### src/design/frl_pkg.sv
`timescale 1ns / 1ps

package frl_pkg;

	// operation codes of the func field
	localparam logic [2:0] FN_BEGIN_REC  = 3'd0;
	localparam logic [2:0] FN_REC_FRAME  = 3'd1;
	localparam logic [2:0] FN_END_REC    = 3'd2;
	localparam logic [2:0] FN_BEGIN_PLAY = 3'd3;
	localparam logic [2:0] FN_PLAY_NEXT  = 3'd4;

	localparam int          COUNT_BITS  = 32;
	localparam logic [31:0] COUNT_SAT   = 32'hFFFF_FFFF;
	localparam int          ENTRY_BITS  = 15;
	localparam int          WORD_BITS   = 64;

	typedef struct packed {
		logic [2:0]           func;
		logic [WORD_BITS-1:0] frame_data;
	} cmd_t;

	typedef struct packed {
		logic [WORD_BITS-1:0]  out_frame;
		logic                  frame_valid;
		logic                  is_recording;
		logic                  is_replaying;
		logic                  full_stop;
		logic [ENTRY_BITS-1:0] entry_count;
		logic [COUNT_BITS-1:0] frame_total;
	} rsp_t;

	function automatic logic [COUNT_BITS-1:0] sat_inc(input logic [COUNT_BITS-1:0] v);
		return (v == COUNT_SAT) ? v : v + 1'b1;
	endfunction

endpackage

### src/design/frl_ctrl.sv
`timescale 1ns / 1ps

module frl_ctrl #(
	parameter int DEPTH = 16384,
	parameter int WBITS = 64
) (
	input  logic                           clk,
	input  logic                           arst_n,
	input  logic                           start,
	output logic                           busy,
	input  frl_pkg::cmd_t                  cmd,
	output logic                           done,
	output frl_pkg::rsp_t                  rsp,
	output logic                           rd_en,
	output logic [$clog2(DEPTH)-1:0]       rd_addr,
	input  logic [WBITS-1:0]               rd_word,
	input  logic [frl_pkg::COUNT_BITS-1:0] rd_len,
	output logic                           wr_en,
	output logic [$clog2(DEPTH)-1:0]       wr_addr,
	output logic [WBITS-1:0]               wr_word,
	output logic [frl_pkg::COUNT_BITS-1:0] wr_len
);

	localparam int AW = $clog2(DEPTH);
	localparam int CW = $clog2(DEPTH + 1);
	localparam logic [CW-1:0] FULL_CNT = CW'(DEPTH);

	localparam logic ST_IDLE = 1'b0;
	localparam logic ST_EXEC = 1'b1;

	logic state_q;

	logic [2:0]       func_s1;
	logic [WBITS-1:0] word_s1;

	logic [CW-1:0]                  stored_q, stored_n;
	logic [WBITS-1:0]               last_word_q, last_word_n;
	logic [frl_pkg::COUNT_BITS-1:0] last_len_q, last_len_n;
	logic                           rec_q, rec_n;
	logic                           play_q, play_n;
	logic [CW-1:0]                  pidx_q, pidx_n;
	logic [frl_pkg::COUNT_BITS-1:0] served_q, served_n;
	logic [frl_pkg::COUNT_BITS-1:0] total_q, total_n;

	logic                           valid_n, full_n;
	logic [frl_pkg::COUNT_BITS-1:0] served_inc;
	logic                           accept;

	assign accept  = start && (state_q == ST_IDLE);
	assign busy    = (state_q != ST_IDLE);
	assign rd_en   = accept;
	assign rd_addr = pidx_q[AW-1:0];
	assign served_inc = frl_pkg::sat_inc(served_q);

	always_comb begin
		stored_n    = stored_q;
		last_word_n = last_word_q;
		last_len_n  = last_len_q;
		rec_n       = rec_q;
		play_n      = play_q;
		pidx_n      = pidx_q;
		served_n    = served_q;
		total_n     = total_q;
		valid_n     = 1'b0;
		full_n      = 1'b0;
		wr_en       = 1'b0;
		wr_addr     = stored_q[AW-1:0];
		wr_word     = word_s1;
		wr_len      = frl_pkg::COUNT_BITS'(1);
		case (func_s1)
			frl_pkg::FN_BEGIN_REC: begin
				stored_n    = '0;
				total_n     = '0;
				last_word_n = '0;
				play_n      = 1'b0;
				pidx_n      = '0;
				served_n    = '0;
				rec_n       = 1'b1;
			end
			frl_pkg::FN_REC_FRAME: begin
				if (rec_q) begin
					if ((stored_q != '0) && (word_s1 == last_word_q)) begin
						// repeat of the last run: bump its count in place
						last_len_n = frl_pkg::sat_inc(last_len_q);
						wr_en      = 1'b1;
						wr_addr    = AW'(stored_q - 1'b1);
						wr_word    = last_word_q;
						wr_len     = last_len_n;
						total_n    = frl_pkg::sat_inc(total_q);
					end else if (stored_q == FULL_CNT) begin
						rec_n  = 1'b0;
						full_n = 1'b1;
					end else begin
						wr_en       = 1'b1;
						last_word_n = word_s1;
						last_len_n  = frl_pkg::COUNT_BITS'(1);
						stored_n    = stored_q + 1'b1;
						total_n     = frl_pkg::sat_inc(total_q);
					end
				end
			end
			frl_pkg::FN_END_REC: begin
				rec_n = 1'b0;
			end
			frl_pkg::FN_BEGIN_PLAY: begin
				rec_n    = 1'b0;
				pidx_n   = '0;
				served_n = '0;
				play_n   = (stored_q != '0);
			end
			frl_pkg::FN_PLAY_NEXT: begin
				if (!play_q || (pidx_q >= stored_q)) begin
					play_n = 1'b0;
				end else begin
					valid_n = 1'b1;
					if (served_inc >= rd_len) begin
						pidx_n   = pidx_q + 1'b1;
						served_n = '0;
					end else begin
						served_n = served_inc;
					end
				end
			end
			default: begin
			end
		endcase
		if (state_q != ST_EXEC) begin
			wr_en = 1'b0;
		end
	end

	always_ff @(posedge clk) begin
		if (accept) begin
			func_s1 <= cmd.func;
			word_s1 <= cmd.frame_data[WBITS-1:0];
		end
	end

	always_ff @(posedge clk or negedge arst_n) begin
		if (!arst_n) begin
			state_q     <= ST_IDLE;
			done        <= 1'b0;
			stored_q    <= '0;
			last_word_q <= '0;
			last_len_q  <= '0;
			rec_q       <= 1'b0;
			play_q      <= 1'b0;
			pidx_q      <= '0;
			served_q    <= '0;
			total_q     <= '0;
		end else begin
			done <= 1'b0;
			case (state_q)
				ST_IDLE: begin
					if (start) begin
						state_q <= ST_EXEC;
					end
				end
				ST_EXEC: begin
					state_q     <= ST_IDLE;
					done        <= 1'b1;
					stored_q    <= stored_n;
					last_word_q <= last_word_n;
					last_len_q  <= last_len_n;
					rec_q       <= rec_n;
					play_q      <= play_n;
					pidx_q      <= pidx_n;
					served_q    <= served_n;
					total_q     <= total_n;
				end
				default: begin
					state_q <= ST_IDLE;
				end
			endcase
		end
	end

	always_ff @(posedge clk) begin
		if (state_q == ST_EXEC) begin
			rsp.out_frame    <= valid_n ? frl_pkg::WORD_BITS'(rd_word) : '0;
			rsp.frame_valid  <= valid_n;
			rsp.is_recording <= rec_n;
			rsp.is_replaying <= play_n;
			rsp.full_stop    <= full_n;
			rsp.entry_count  <= frl_pkg::ENTRY_BITS'(stored_n);
			rsp.frame_total  <= total_n;
		end
	end

endmodule

### config.mk
export PLATFORM = sky130hd
export DESIGN_NAME = frl_ctrl
export DESIGN_NICKNAME = d
export VERILOG_FILES = /design/src/design/frl_pkg.sv /design/src/design/frl_ctrl.sv
export SDC_FILE = /design/constraint.sdc
export NUM_CORES = 1
export LEC_CHECK = 0
export ABC_AREA = 1
export BUFFER_PORTS_ARGS = -buffer_cell sky130_fd_sc_hd__buf_4
export CORE_ASPECT_RATIO = 0.7
export CORE_UTILIZATION = 50
export CTS_CLUSTER_SIZE = 20
export DETAILED_ROUTE_END_ITERATION = 16
export PLACE_DENSITY = 0.73
export RECOVER_POWER = 50
export SETUP_SLACK_MARGIN = 0.5
export SLEW_MARGIN = 20
export SYNTH_ARGS = -nofsm -noshare
export SYNTH_HDL_FRONTEND = slang
export SYNTH_SLANG_ARGS = --single-unit
### constraint.sdc
create_clock -name clk -period 7.6 [get_ports clk]
set_clock_uncertainty 0.15 [all_clocks]
set_input_delay 0.38 -clock clk [delete_from_list [all_inputs] [get_ports clk]]
set_output_delay 0.38 -clock clk [all_outputs]
set_load 0.005 [all_outputs]
==> flow_summary.yaml <==
place:
  port-buffer-count: 408
  dp_hpwl_mm: 46.7
  place.gp.congestion: 0.961
  place_inst: 3579
clock_tree:
  h-tree-depth: 2
  ctsLongestPathBuffers: 3
  numCtsBuffers: 40
  cts_sinks: 376
  tritoncts: "built"
  clockRootBuffer: "clkbuf_16"
  post-cts-setup-buffer-count: 0
  clk_pin_slew_ps: 60
  worstSkewPairLatency_ps: 550
global_route:
  antenna_found_initial: 0
  grt_max_degree: 104
  grt_overflow: 0
  grt_pass1_vias: 18877
  grt_pass1_wl_mm: 103
  grt.total_usage: 0.289
timing:
  slew_violations: 149
  maxSlewHeadroom: -1.79
  worst_pin_slew_ps: 4180
  finalCriticalPeriod_ps: 5440
  setup_viol: 0
  fin_crit_sh: 0.716
  setup_tns_ps: 0
  finalHoldWorstSlack_ps: 8.97
  timing.fmax_ghz: 0.184
  final-hold-violation-count: 0
  rsz0062_at_grt: "false"
floorplanning:
  dieArea_mm2: 0.0451
  die_w_um: 253
  start_util: 0.507
  num_rows: 64
  core_mm2: 0.0436
  dieHeight_um: 178
  num_io_pins: 409
cells_and_area:
  fin_nets: 3373
  num_antenna_cells: 0
  syn2layout_area_growth_pct: 24.4
  final_cell_count_no_fill: 3779
  drive_gt1_frac: 0.190
critical_path:
  crit_fanout: 78
  rr_worst_depth: 2
  required_ps: 7630
  reg2reg_slack_ps: 2160
  cp.arrival_ps: 5470
  criticalPathCategory: "flip-flop to flip-flop"
  end_kind: "flip-flop"
  start_kind: "flip-flop"
worst_hold_path:
  min_path_cells: 3
  holdCritPathClass: "input pin to flip-flop"
detailed_routing:
  met2_wirelength_mm: 30.1
  met1_length_mm: 29.7
  dr.pass1.iters: 6
  top_layer: "met4"
  initialDrtViolationCount: 1872
  vias: 19969
  ant_nets: 0
  vias_per_cell: 5.28
  drt_wl_total_mm: 66.2
  routedWlPerCell_um: 17.5
  drc: 0
  dr_wl_met3_mm: 4.74
logic_synthesis:
  synth.distinct_cells: 52
  netlist_area_mm2: 0.0221
  ys_ff_latch: 376
  syn_nets: 2954
  ys_seq_area_frac: 0.466
  avgSynthCellArea_um2: 8.09
  synthesis.instances: 2735
  yosys_warnings: 0
status:
  status: "finished with violations"
  failed_checks: "capacitance limit, slew limit"
pwr:
  ir_worst_vdd_uv: 170
  p_leak_nw: 13.0
  p_per_area_mw_per_mm2: 185
run:
  maxCapViolCount: 2
-- cell type report --
type                            count  area, um2
Clock inverter                     22        284
Timing Repair Buffer              547       4140
Tap cell                          594        743
Sequential cell                   376      10300
Inverter                          402       1510
Fill cell                        3665      16100
Multi-Input combinational cell   1787       9440
Clock buffer                       51       1100
-- cells in the mapped netlist, drive strengths merged --
master | n | area, um2
xnor2 | 14 | 123
nand4 | 90 | 578
inv | 401 | 1510
o211ai | 6 | 45.0
nor4 | 19 | 119
o21ai | 177 | 1090
dfrtp | 194 | 4850
and2 | 2 | 12.5
a31o | 1 | 8.76
nor3 | 47 | 252
o31ai | 1 | 7.51
ha | 53 | 663
nand3b | 6 | 45.0
o21a | 1 | 7.51
mux2i | 1 | 10.0
o22ai | 13 | 156
buf | 65 | 482
o21bai | 5 | 37.5
clkinv | 1 | 3.75
o311ai | 1 | 8.76
xor2 | 69 | 604
nand3 | 205 | 1350
clkbuf | 105 | 394
nor3b | 3 | 27.5
and3 | 12 | 75.1
or2 | 9 | 56.3
nor2 | 309 | 1260
edfxtp | 182 | 5470
a211oi | 1 | 7.51
nand2 | 700 | 2670
a21oi | 42 | 210
-- logic make-up (layout without fill, tap and decap cells) --
family | Yosys count | count (layout) | synth area share
compound gates | 248 | 248 | 0.0714
xor+xnor | 83 | 83 | 0.0328
fa+ha+maj | 53 | 53 | 0.0300
buf+inv | 572 | 1022 | 0.108
flops | 376 | 376 | 0.466
mux | 1 | 1 | 0.000452
simple gates | 1402 | 1402 | 0.291
-- layer usage --
metal / vias to the layer above / track usage
li1: 9593 / -
met1: 9512 / 0.415
met2: 757 / 0.449
met3: 107 / 0.0508
met4: 0 / 0.0813
met5: - / 0
-- worst max-delay path, stage by stage (launching register included) --
cell	delay (ps)
dfrtp_1	780
clkbuf_1	2970
buf_4	1080
-- sequential cells by signal, summed over array words and instances (netlist names), 15 cells and up --
register     count
rsp            115
last_word_q     64
word_s1         64
last_len_q      32
served_q        32
total_q         32
pidx_q          15
stored_q        15
-- per-stage QoR --
step / instance area, um2 / worst slack (ps) / power [mW] / util
global placement: 25200 / 2880 / 2.98 / 0.577
finish: 27500 / 2160 / 5.09 / 0.631
global route: 27500 / 1820 / 5.29 / 0.631
CTS: 27900 / 2620 / 5.14 / 0.638
floorplan: 22100 / 1520 / 2.72 / -
detailed placement: 25200 / 2620 / 3.00 / 0.577
-- worst paths after layout --
path                            startpoint               to
hold / removal                 rd_word[19]          rsp[70]
setup / recovery                      busy          rsp[60]
setup reg to reg                      busy          rsp[60]
max in group asynchronous           arst_n      total_q[26]
hold reg to reg            last_word_q[12]  last_word_q[12]
min in group asynchronous           arst_n     served_q[12]
-- cells in the final DEF (no fill, tap or decap), types with 69 or more instances in the layout --
cell,n
dlygate4sd3_1,127
nor2_1,295
clkbuf_1,87
nand3_1,141
inv_1,367
nand2_1,690
buf_4,154
xor2_1,69
edfxtp_1,182
dfrtp_1,194
nand4_1,89
clkbuf_4,181
o21ai_0,90
-- report_power, final --
part           switching [mW]  total (mW)  internal [mW]
Sequential             0.0982        2.35           2.25
Clock                   0.848        2.08           1.24
Combinational           0.389       0.657          0.268
-- what timing repair did --
| action | in CTS | in global routing |
|---|---|---|
| endpoints found under the hold margin | 217 | 0 |
| gates resized for setup | 0 | 0 |
| hold buffers | 127 | 0 |
Note: power is estimated with default switching activity, not from simulation.
